**src/rtl/core/thick_line_quad_expansion_unit_assert.svh**
```systemverilog
// Assertion macros for the thick line quad expansion unit.
// Included by the top level; needs nothing else.
`ifndef THICK_LINE_QUAD_EXPANSION_UNIT_ASSERT_SVH
`define THICK_LINE_QUAD_EXPANSION_UNIT_ASSERT_SVH
`ifndef SYNTHESIS
`define TLQE_ASSERT(label, clk, rst, prop, msg) \
   label: assert property (@(posedge clk) disable iff (rst) prop) else $error(msg);
`define TLQE_ASSERT_IMP(label, clk, rst, ante, cons, msg) \
   label: assert property (@(posedge clk) disable iff (rst) (ante) |-> (cons)) else $error(msg);
`else
`define TLQE_ASSERT(label, clk, rst, prop, msg)
`define TLQE_ASSERT_IMP(label, clk, rst, ante, cons, msg)
`endif
`endif

```
**src/rtl/core/tlqe_pkg.sv**
```systemverilog
// Shared types and helpers of the thick line quad expansion unit.
// No dependencies.
package tlqe_pkg;
   localparam int unsigned SQRT_CELLS = 17;
   localparam int unsigned DIV_CELLS  = 12;
   localparam int unsigned FRONT_REGS = 3;
   localparam int unsigned N_STAGES   = FRONT_REGS + SQRT_CELLS + DIV_CELLS + 1;
   localparam int unsigned IN_BITS    = 112;
   localparam int unsigned OUT_BITS   = 160;

   typedef struct packed {
      logic signed [15:0] sx;
      logic signed [15:0] sy;
      logic signed [15:0] ex;
      logic signed [15:0] ey;
      logic [31:0]        color;
      logic [11:0]        th;
      logic signed [16:0] dx;
      logic signed [16:0] dy;
      logic [33:0]        dx2;
      logic [33:0]        dy2;
      logic [28:0]        px;
      logic [28:0]        py;
      logic [33:0]        sq;
      logic [19:0]        rem;
      logic [16:0]        root;
      logic [17:0]        den;
      logic [28:0]        rx;
      logic [28:0]        ry;
      logic [11:0]        qx;
      logic [11:0]        qy;
      logic               neg_x;
      logic               neg_y;
      logic               zero;
   } item_type;

   function automatic logic [15:0] sat16(input logic signed [17:0] v);
      logic [15:0] r;
      if (v > 18'sd32767) begin
         r = 16'h7FFF;
      end else if (v < -18'sd32768) begin
         r = 16'h8000;
      end else begin
         r = v[15:0];
      end
      return r;
   endfunction
endpackage

```
**src/rtl/core/tlqe_corner.sv**
```systemverilog
// Output stage: applies the offset signs, forms and saturates the corners.
// Uses tlqe_pkg.
module tlqe_corner import tlqe_pkg::*; (
   input  logic                clock,
   input  logic                en,
   input  item_type            d,
   output logic [OUT_BITS-1:0] tdata
);
   logic [OUT_BITS-1:0] tdata_ff, tdata_in;
   logic signed [12:0]  ox, oy;

   always_comb begin
      // zero length: drop the offset, the quotient is meaningless
      if (d.zero) begin
         ox = '0;
         oy = '0;
      end else begin
         ox = d.neg_x ? -13'(d.qx) : 13'(d.qx);
         oy = d.neg_y ? -13'(d.qy) : 13'(d.qy);
      end
      tdata_in[15:0]    = sat16(18'(d.sx) - 18'(ox));
      tdata_in[31:16]   = sat16(18'(d.sy) - 18'(oy));
      tdata_in[47:32]   = sat16(18'(d.sx) + 18'(ox));
      tdata_in[63:48]   = sat16(18'(d.sy) + 18'(oy));
      tdata_in[79:64]   = sat16(18'(d.ex) + 18'(ox));
      tdata_in[95:80]   = sat16(18'(d.ey) + 18'(oy));
      tdata_in[111:96]  = sat16(18'(d.ex) - 18'(ox));
      tdata_in[127:112] = sat16(18'(d.ey) - 18'(oy));
      tdata_in[159:128] = d.color;
   end

   always_ff @(posedge clock) begin
      if (en) begin
         tdata_ff <= tdata_in;
      end
   end

   assign tdata = tdata_ff;
endmodule

```
**config.mk**
```make
export PLATFORM = sky130hd
export DESIGN_NAME = tlqe_corner
export DESIGN_NICKNAME = d
export VERILOG_FILES = /design/src/rtl/core/thick_line_quad_expansion_unit_assert.svh /design/src/rtl/core/tlqe_pkg.sv /design/src/rtl/core/tlqe_corner.sv
export SDC_FILE = /design/constraint.sdc
export NUM_CORES = 1
export LEC_CHECK = 0
export ABC_AREA = 1
export BUFFER_PORTS_ARGS = -buffer_cell sky130_fd_sc_hd__buf_4
export CORE_UTILIZATION = 26
export CTS_BUF_LIST = sky130_fd_sc_hd__clkbuf_2
export DETAILED_ROUTE_END_ITERATION = 12
export SYNTH_ARGS = -nofsm -noshare
export SYNTH_HDL_FRONTEND = slang
export SYNTH_SLANG_ARGS = --single-unit
```
**constraint.sdc**
```tcl
create_clock -name clock -period 5.1 [get_ports clock]
set_input_delay 1.275 -clock clock [delete_from_list [all_inputs] [get_ports clock]]
set_output_delay 1.275 -clock clock [all_outputs]
set_load 0.03 [all_outputs]
```
==> impl_metrics.csv, run 1 <==
group,metric,value,unit
outcome,result_of_the_run,"complete, no violations",
yosys,synth_seq_cells,160,
drt,met1_length,20680,µm
final_layout,finalNetCount,2805,
final_layout,layout-drive-gt1-share,0.2119,
clock_tree,clock_sinks,160,
clock_tree,post-cts-setup-buffers,0,
power_and_ir_drop,combinational_share_of_power,0.494,
drt,drt_drc_violations_left,0,
critical_path,worstSetupEndpointType,"flip-flop",
critical_path,timing.setup.critical_path_class,"input pin to flip-flop",
floorplan,num_io_pins,604,
timing,worst_max_slew_pin_slew,925.3,ps
drt,highest_layer,"met5",
flow_run,cap_violations,0,
power_and_ir_drop,switching_share,0.4449,
floorplan,dieArea,55360,µm²
clock_tree,worst_setup_hold_path_clk_slew,250,ps
critical_path,startpoint_type,"input pin",
yosys,synthArstFlopShare,0,
placed_design,io_buffers,284,
final_layout,layout.cells.most_common,"nand2_1",
timing,final_hold_viol_count,0,
timing,drv_slew,0,
floorplan,num_rows,85,
timing,final.setup.tns,0,ps
drt,drt-wirelength-per-cell,15.83,µm
critical_path,worst-endpoint-arrival,4790,ps
drt,number_of_vias_in_the_routed_layout,13210,
final_layout,regArea,4805,µm²
placed_design,gp_congestion,0.9391,
drt,routed_via_density,4.518,
floorplan,chip_width,235.3,µm
critical_path,cp_max_fo,15,
timing,fin_hold_ws,478.7,ps
floorplan,core_area,53810,µm²
drt,drt-initial-drc-count,874,
yosys,yosysSeqAreaShare,0.3395,
final_layout,flip_flop_count_of_the_largest_register_all_copies_and_words_added,160,
yosys,synth.top_cell.area_share,0.3395,
power_and_ir_drop,seq_power_share,0.364,
power_and_ir_drop,worst_vdd_drop,183.2,µV
drt,drt_total_wl,46280,µm
drt,antenna_left,0,
power_and_ir_drop,total_leakage_power,8.964,nW
clock_tree,postCtsHoldBufs,0,
global_route,grt_overflow,0,
timing,fmax,0.2467,GHz
timing,fin_crit_sh,0.7947,
global_route,first_global_vias,13070,
yosys,ys_dominant_reg_cell,"edfxtp_1",
worst_hold_path,worst_hold_path_type,"input pin to flip-flop",
critical_path,critical_path.startpoint,"d[3]",
clock_tree,post_cts_resized,0,
yosys,post_synth_instance_area,14150,µm²
yosys,avgSynthCellArea,7.421,µm²
clock_tree,cts_root_buffer,"clkbuf_2",
yosys,syn-num-nets,2502,
floorplan,die_y,235.3,µm
timing,layout_min_cycle_time,4053,ps
timing,setup_violations,0,
final_layout,mostFrequentLayoutCells,"nand2_1, buf_4, inv_1",
global_route,grt_first_pass_wirelength,71340,µm
critical_path,worstPathRequired,5830,ps
yosys,synth_edf_count,160,
final_layout,finalNonFillerCells,2923,
drt,route.met2.wl,21330,µm
global_route,grt_max_degree,95,
floorplan,initial_utilization,0.2630,
yosys,post-synth-top-area-cell,"edfxtp_1",
yosys,synth_warnings,0,
final_layout,multi_input_area,8028,µm²
placed_design,sum_of_net_half_perimeters_after_detailed_placement,38590,µm
clock_tree,cts.htree.levels,4,
power_and_ir_drop,switchingPower,2.249,mW
clock_tree,cts_made_buffers,17,
global_route,global_route.usage.total,0.1668,
placed_design,place_inst,2887,
power_and_ir_drop,pwr_density_cell,289.7,nW/µm²
power_and_ir_drop,clockPowerShare,0.143,
clock_tree,ctsLongestPathBuffers,2,
power_and_ir_drop,cell_internal_pwr,2.807,mW
drt,drt-pass1-iter-count,6,
yosys,yosys-top-cells-area,"edfxtp_1, nand2_1, ha_1",
global_route,grt_antenna_before_repair,5,
timing,relSlewSlack,0.3831,
final_layout,layout.filler_cells,5799,
yosys,postSynthCellCount,1907,
timing,setup_repair_after_global_routing_missed_its_margin,"no",
yosys,post_synth_num_cell_types,42,
final_layout,synthToLayoutAreaGrowth,23.34,%
critical_path,critical_path.endpoint,"tdata[50]",
drt,wl_met3,3045,µm
clock_tree,tritoncts,"yes",
==> power by group through the flow <==
stage | Clock (mW) | Sequential (mW) | Combinational (mW)
global route | 0.809 | 1.86 | 2.74
global placement | 0 | 1.87 | 2.49
finish | 0.721 | 1.84 | 2.50
floorplan | 0 | 2.32 | 1.14
detailed placement | 0 | 1.87 | 2.50
CTS | 0.773 | 1.84 | 2.51
==> layer usage <==
layer,vias up,track usage
met2,419,0.2788
met3,65,0.03834
met4,6,0.05803
li1,6675,-
met1,6042,0.2101
met5,-,0
==> metrics by stage <==
step                area, µm²  worst slack (ps)  power, mW  utilization
finish                  17450              1047      5.056       0.3243
global route            17450             851.3      5.408       0.3243
CTS                     17440              1316      5.131       0.3242
detailed placement      17230             102.0      4.372       0.3201
global placement        17230             159.9      4.363       0.3201
floorplan               14150             641.1      3.464            -
==> logic make-up (layout without fill, tap and decap cells) <==
family	after synthesis	count (layout)	synth area share
AOI/OAI and AO/OA	188	188	0.07409
xor gates and xnor gates	77	77	0.04766
adders and majority gates	151	151	0.1378
buffers and inverters	303	619	0.09319
DFF	160	160	0.3395
other	0	4	0
and+or+nand+nor	1028	1028	0.3078
==> cell usage after synthesis (all sizes together), types with 9 or more instances <==
cell      n
nor2    166
nand3    92
ha      143
xor2     68
inv     246
edfxtp  160
o21ai    47
nor3     36
buf      49
nand2   701
xnor2     9
nand4    16
o21bai   23
a21oi   113
==> cell type report <==
class                      instances  share of cell area
sequential                       160              0.2753
clock buffer                      18            0.005161
multi-input combinational       1444              0.4599
antenna                            4           0.0005735
timing repair buffer             337              0.1480
clock inverter                    14            0.007384
inverter                         250             0.05376
tap                              696             0.04989
==> critical path, cell delays in order <==
cell,delay (ps)
buf_4,130
inv_1,70
ha_1,140
inv_1,60
nor3_1,320
nand4_1,220
nor2_1,190
nor2_1,80
nand2_1,60
nor3b_1,350
inv_1,140
ha_1,440
or2_4,320
nor3_2,140
nand3_1,160
nand2_1,100
nand2_1,70
nand2_1,80
nand2_2,180
nand2_1,180
nand2_1,70
==> worst min path at each step <==
stage	startpoint	endpoint	slack (ps)	cells past startpoint
floorplan	d[346]	tdata[128]	1370	0
global placement	d[354]	tdata[136]	1450	1
detailed placement	d[350]	tdata[132]	1450	1
CTS	d[355]	tdata[137]	260	1
global route	d[369]	tdata[151]	330	1
finish	d[350]	tdata[132]	480	1
Note: power is estimated with default switching activity, not from simulation.
==> run 2, diff against run 1 <==
--- a/config.mk
+++ b/config.mk
@@ -5,11 +5,12 @@
 export SDC_FILE = /design/constraint.sdc
 export NUM_CORES = 1
 export LEC_CHECK = 0
-export ABC_AREA = 1
+export ABC_AREA = 0
 export BUFFER_PORTS_ARGS = -buffer_cell sky130_fd_sc_hd__buf_4
-export CORE_UTILIZATION = 26
+export CORE_AREA = 2 2 234 236
 export CTS_BUF_LIST = sky130_fd_sc_hd__clkbuf_2
 export DETAILED_ROUTE_END_ITERATION = 12
+export DIE_AREA = 0 0 236 238
 export SYNTH_ARGS = -nofsm -noshare
 export SYNTH_HDL_FRONTEND = slang
 export SYNTH_SLANG_ARGS = --single-unit
==> constraint.sdc (replaced) <==
create_clock -name clock -period 3.6 [get_ports clock]
set_input_delay 0.9 -clock clock [delete_from_list [all_inputs] [get_ports clock]]
set_output_delay 0.9 -clock clock [all_outputs]
set_load 0.03 [all_outputs]
==> run 2 against run 1 <==
Global-route usage is 0.11 points higher. Largest power group unchanged. Highest routed layer unchanged. Synthesized area shrank 8.3%. Critical path depth fell by 3. Critical path type unchanged. Final area increased by 15%. Synthesized cell count is 30% lower.
==> impl_metrics.csv, run 2 <==
group,metric,value,unit
global_route,grt_first_pass_wirelength,72260,µm
yosys,ys_dominant_reg_cell,"edfxtp_1",
power_and_ir_drop,total_leakage_power,8.865,nW
yosys,synth_warnings,0,
yosys,post_synth_instance_area,12970,µm²
global_route,grt_antenna_before_repair,11,
critical_path,worst-endpoint-arrival,4310,ps
critical_path,critical_path.endpoint,"tdata[121]",
yosys,avgSynthCellArea,9.747,µm²
clock_tree,worst_setup_hold_path_clk_slew,270,ps
final_layout,mostFrequentLayoutCells,"buf_4, edfxtp_1, ha_1",
clock_tree,clock_sinks,160,
timing,fmax,0.2821,GHz
timing,worst_max_slew_pin_slew,782.6,ps
critical_path,timing.setup.critical_path_class,"input pin to flip-flop",
placed_design,io_buffers,284,
global_route,first_global_vias,12420,
timing,fin_hold_ws,400.3,ps
final_layout,final_cell_area,20120,µm²
drt,drt_drc_violations_left,0,
timing,layout_min_cycle_time,3545,ps
flow_run,cap_violations,0,
clock_tree,tritoncts,"yes",
floorplan,dieArea,56170,µm²
drt,antenna_left,0,
yosys,syn-num-nets,1926,
final_layout,finalNonFillerCells,2725,
yosys,post_synth_num_cell_types,81,
drt,drt-pass1-iter-count,5,
timing,final_setup_margin,55.08,ps
global_route,grt_max_degree,77,
final_layout,synthToLayoutAreaGrowth,55.05,%
power_and_ir_drop,total_power,8.110,mW
timing,fin_crit_sh,0.9847,
critical_path,worstSetupEndpointType,"flip-flop",
power_and_ir_drop,pwr_density_cell,403.2,nW/µm²
timing,setup_repair_after_global_routing_missed_its_margin,"yes",
final_layout,layout.filler_cells,5394,
power_and_ir_drop,worst_vdd_drop,422.5,µV
placed_design,sum_of_net_half_perimeters_after_detailed_placement,40120,µm
floorplan,num_rows,85,
final_layout,flip_flop_count_of_the_largest_register_all_copies_and_words_added,160,
timing,final_hold_viol_count,0,
timing,final.setup.tns,0,ps
final_layout,layout-drive-gt1-share,0.4411,
outcome,result_of_the_run,"complete, no violations",
yosys,yosys-top-cells-area,"edfxtp_1, ha_1, a21oi_1",
drt,number_of_vias_in_the_routed_layout,12420,
placed_design,placed_area,19370,µm²
yosys,post-synth-top-area-cell,"edfxtp_1",
placed_design,gp_congestion,0.8994,
worst_hold_path,worst_hold_path_type,"input pin to flip-flop",
final_layout,finalNetCount,2602,
drt,drt-initial-drc-count,626,
clock_tree,cts_made_buffers,17,
global_route,global_route.usage.total,0.1679,
yosys,yosysSeqAreaShare,0.3703,
clock_tree,cts.htree.levels,4,
timing,drv_slew,0,
drt,drt_total_wl,47900,µm
clock_tree,cts_root_buffer,"clkbuf_2",
clock_tree,ctsLongestPathBuffers,2,
final_layout,regArea,4805,µm²
placed_design,place_inst,2646,
floorplan,initial_utilization,0.2425,
final_layout,layout.cells.most_common,"buf_4",
yosys,synth.most_common_cell,"edfxtp_1",
floorplan,die_y,238,µm
floorplan,num_io_pins,604,
drt,routed_via_density,4.559,
drt,drt-wirelength-per-cell,17.58,µm
floorplan,chip_width,236,µm
critical_path,critical_path.startpoint,"d[4]",
yosys,commonest_cells_post_synth,"edfxtp_1, ha_1, a21oi_1",
yosys,synthArstFlopShare,0,
timing,relSlewSlack,0.4783,
yosys,synth_edf_count,160,
yosys,synth_seq_cells,160,
critical_path,cp_max_fo,16,
final_layout,final_core_util,0.3760,
placed_design,dp_worst_setup_slack,-1076,ps
timing,setup_violations,0,
critical_path,startpoint_type,"input pin",
floorplan,core_area,53500,µm²
global_route,grt_overflow,0,
yosys,postSynthCellCount,1331,
final_layout,multi_input_area,8160,µm²
critical_path,worstPathRequired,4370,ps
yosys,synth.top_cell.area_share,0.3703,
[run 2: changes by cell type in the layout (fill, tap and decap cells not counted), sizes merged, moves of 27 or more]
cell	previous run	this run
nand3	92	8
nor2	166	102
dlygate4sd3	0	32
buf	337	683
o21ai	47	91
inv	253	114
nand2	701	62
a21oi	113	140
xor2	68	38
xnor2	9	77
maj3	0	45
[run 2: kinds of logic after synthesis]
| kind of cell | synth area share |
|---|---|
| AOI/OAI and AO/OA | 0.1876 |
| and+or+nand+nor | 0.1222 |
| adders and majority gates | 0.1850 |
| buffers and inverters | 0.05430 |
| DFF | 0.3703 |
| xor gates and xnor gates | 0.07908 |
| muxes | 0.001543 |
[run 2: worst max-delay path, cell delays in order]
cell and delay, ps:
buf_4 140, inv_12 50, ha_4 120, nand2_2 70, or3_4 360, or3_4 400, nand2_2 80, xor2_1 60
or2_4 260, buf_4 150, ha_1 370, a21oi_1 180, nor2_1 70, nor3_2 300, o21ai_1 120, a21boi_4 160
buf_12 150, maj3_1 330
[run 2: power by group]
| part | internal (mW) | switching (mW) |
|---|---|---|
| clock | 0.248 | 0.845 |
| combinational | 1.94 | 2.42 |
| sequential | 2.52 | 0.139 |
| total | 4.70 | 3.41 |
[run 2: cell type report]
| class | count | area share |
|---|---|---|
| multi-input cells | 1007 | 0.4057 |
| repair buffers | 715 | 0.2766 |
| flip-flops and latches | 160 | 0.2389 |
| well taps | 696 | 0.04329 |
| diodes | 9 | 0.001120 |
| inverters | 106 | 0.02115 |
| clock inverters | 15 | 0.009081 |
| clock buffers | 17 | 0.004230 |
[run 2: worst min-delay path by stage]
stage	start	end	slack [ps]	cells past startpoint
after floorplan	d[346]	tdata[128]	1000	0
after global placement	d[371]	tdata[153]	1080	1
after detailed placement	d[348]	tdata[130]	1080	1
after CTS	d[426]	tdata[32]	230	4
after global routing	d[426]	tdata[32]	280	4
final	d[426]	tdata[32]	400	4
[run 2: what timing repair did]
| action | in CTS | in global routing |
|---|---|---|
| gates resized for setup | 0 | 18 |
| hold buffers | 32 | 0 |
| endpoints found under the setup margin | 0 | 53 |
| setup buffers | 0 | 5 |
| endpoints found under the hold margin | 32 | 0 |
[run 2: per-layer routing]
layer,wire length [µm],vias to the layer above,global-route usage
met5,46,-,0
met1,23710,5848,0.2366
met3,2832,56,0.03598
met4,1109,8,0.06041
li1,-,6186,-
met2,20210,326,0.2517
==> run 3, diff against run 2 <==
--- a/config.mk
+++ b/config.mk
@@ -7,10 +7,13 @@
 export LEC_CHECK = 0
 export ABC_AREA = 0
 export BUFFER_PORTS_ARGS = -buffer_cell sky130_fd_sc_hd__buf_4
+export CELL_PAD_IN_SITES_DETAIL_PLACEMENT = 0
+export CELL_PAD_IN_SITES_GLOBAL_PLACEMENT = 1
 export CORE_AREA = 2 2 234 236
 export CTS_BUF_LIST = sky130_fd_sc_hd__clkbuf_2
 export DETAILED_ROUTE_END_ITERATION = 12
 export DIE_AREA = 0 0 236 238
+export PLACE_DENSITY = 0.73
 export SYNTH_ARGS = -nofsm -noshare
 export SYNTH_HDL_FRONTEND = slang
 export SYNTH_SLANG_ARGS = --single-unit
==> run 3 against run 2 <==
The run now ends with setup timing left. First-iteration DRC count fell by 2.6%. Flip-flop and latch count stayed put. Sequential power about the same. Clock power increased by 8%. Cell count rose by 0.59%. Maximum frequency fell by 3.3%. Combinational power up 3%. Global-route usage up 0.28 points. Sequential share of layout area is 0.33 points lower. Non-clock buffer count is 21 higher. Hold slack gained 55 ps. Critical path type unchanged. Critical endpoint is now tdata[117].
==> impl_metrics.csv, run 3 (synthesis gave the netlist of run 2 again) <==
group,metric,value,unit
outcome,result_of_the_run,"complete, but fails checks",
outcome,failed_checks,"setup timing",
critical_path,worstPathRequired,4310,ps
drt,drt_total_wl,48880,µm
clock_tree,clock_sinks,160,
critical_path,critical_path.startpoint,"d[4]",
global_route,grt_overflow,0,
critical_path,timing.setup.critical_path_class,"input pin to flip-flop",
floorplan,chip_width,236,µm
drt,antenna_left,0,
global_route,grtUsageMet1,0.2349,
floorplan,num_rows,85,
critical_path,cp_max_fo,15,
drt,drt_drc_violations_left,0,
final_layout,multi_input_area,8289,µm²
drt,routed_via_density,4.581,
critical_path,worstSetupEndpointType,"flip-flop",
clock_tree,cts_root_buffer,"clkbuf_2",
power_and_ir_drop,total_leakage_power,9.007,nW
drt,drt-pass1-iter-count,5,
worst_hold_path,worst_hold_path_type,"input pin to flip-flop",
global_route,busiest_layer,"met2",
clock_tree,worst_setup_hold_path_clk_slew,280,ps
timing,setup_repair_after_global_routing_missed_its_margin,"yes",
critical_path,startpoint_type,"input pin",
placed_design,gp_congestion,0.8822,
flow_run,cap_violations,0,
global_route,grt_max_degree,70,
final_layout,mostFrequentLayoutCells,"buf_4, edfxtp_1, ha_1",
final_layout,regArea,4805,µm²
timing,fin_hold_ws,455.5,ps
critical_path,critical_path.top_delay_family,"simple AND/OR/NAND/NOR gates",
placed_design,io_buffers,284,
global_route,grt_first_pass_wirelength,72690,µm
drt,number_of_vias_in_the_routed_layout,12560,
global_route,global_route.usage.total,0.1707,
power_and_ir_drop,worst_vdd_drop,305.5,µV
critical_path,critical_path.endpoint,"tdata[117]",
power_and_ir_drop,pwr_density_cell,407.2,nW/µm²
timing,setup_violations,11,
floorplan,initial_utilization,0.2425,
floorplan,core_area,53500,µm²
timing,relSlewSlack,0.5182,
timing,final_setup_margin,-66.99,ps
final_layout,synthToLayoutAreaGrowth,57.23,%
critical_path,timing.critical_path.cells,"buf_4 > inv_12 > ha_4 > nand2_4 > or3_4 > buf_4 > o31ai_2 > xor2_1 > or2_2 > ha_4 > nand2_1 > nor3_2 > a21boi_2 > o21bai_1 > o31ai_2 > xnor2_1 > buf_4 > maj3_1",
timing,drv_slew,0,
timing,final.setup.tns,-183.8,ps
critical_path,max_stage_delay,380,ps
floorplan,dieArea,56170,µm²
global_route,first_global_vias,12330,
drt,drt-initial-drc-count,610,
clock_tree,tritoncts,"yes",
global_route,grt.met3_usage,0.04986,
timing,layout_min_cycle_time,3667,ps
timing,worst_max_slew_pin_slew,722.7,ps
drt,drt-wirelength-per-cell,17.83,µm
critical_path,crit_cells,18,
clock_tree,ctsLongestPathBuffers,2,
final_layout,finalNetCount,2623,
final_layout,flip_flop_count_of_the_largest_register_all_copies_and_words_added,160,
final_layout,layout-drive-gt1-share,0.4561,
global_route,grt_antenna_before_repair,14,
floorplan,die_y,238,µm
critical_path,crit_buf_inv,4,
floorplan,num_io_pins,604,
clock_tree,cts_made_buffers,17,
global_route,use_met2,0.2588,
timing,fmax,0.2727,GHz
critical_path,critical_path.slowest_cell,"maj3_1",
clock_tree,cts.htree.levels,4,
final_layout,layout.filler_cells,5332,
critical_path,critical-path-top-cell-by-count,"buf_4",
critical_path,worst-endpoint-arrival,4370,ps
placed_design,sum_of_net_half_perimeters_after_detailed_placement,40810,µm
timing,fin_crit_sh,1.019,
final_layout,layout.cells.most_common,"buf_4",
timing,final_hold_viol_count,0,
[run 3: cell types whose count changed in the layout (fill, tap and decap cells not counted), moves of 4 or more]
cell | before | now
a21oi_1 | 105 | 101
o21ai_2 | 7 | 11
diode_2 | 9 | 4
buf_4 | 673 | 695
o21ai_1 | 33 | 29
a21oi_2 | 34 | 38
[run 3: cell type report]
cell class              instances  share of cell area
multi-input cells            1007              0.4064
repair buffers                736              0.2795
flip-flops and latches        160              0.2355
well taps                     696             0.04269
inverters                     106             0.02086
clock inverters                15             0.01043
clock buffers                  17            0.004171
diodes                          4           0.0004907
[run 3: routing by layer]
layer | up-vias | part of all wire
met5 | - | 0.0025
met3 | 59 | 0.071
met1 | 5910 | 0.48
met4 | 18 | 0.017
li1 | 6201 | -
met2 | 369 | 0.43
[run 3: repair_timing]
action	4_1_cts	5_1_grt
hold buffers	32	0
setup endpoints to repair	0	94
endpoints found under the hold margin	32	0
buffers inserted	0	9
gates resized for setup	0	44
[run 3: worst min path at each step]
stage	from	end	slack [ps]	cells past startpoint
6_report	en	tdata[153]	460	1
3_3_place_gp	d[371]	tdata[153]	1080	1
4_1_cts	d[394]	tdata[96]	270	4
2_1_floorplan	d[346]	tdata[128]	1000	0
5_1_grt	en	tdata[153]	350	1
3_5_place_dp	d[374]	tdata[156]	1080	1
[run 3: where the power goes]
group          internal, mW  total (mW)  switching [mW]
sequential             2.52        2.65           0.137
clock                 0.372        1.18           0.813
combinational          1.98        4.47            2.48
[run 3: stage by stage]
| stage | util | instances | worst slack (ps) | total power, mW | cell area, µm² |
|---|---|---|---|---|---|
| 6_report | 0.3813 | 2741 | -66.99 | 8.305 | 20400 |
| 5_1_grt | 0.3812 | 2738 | -87.23 | 8.781 | 20390 |
| 4_1_cts | 0.3755 | 2727 | 26.94 | 8.302 | 20090 |
| 3_3_place_gp | 0.3640 | 2663 | -1102 | 7.003 | 19470 |
| 3_5_place_dp | 0.3640 | 2663 | -1105 | 7.035 | 19470 |
| 2_1_floorplan | - | 1331 | -799.2 | 5.153 | 13790 |
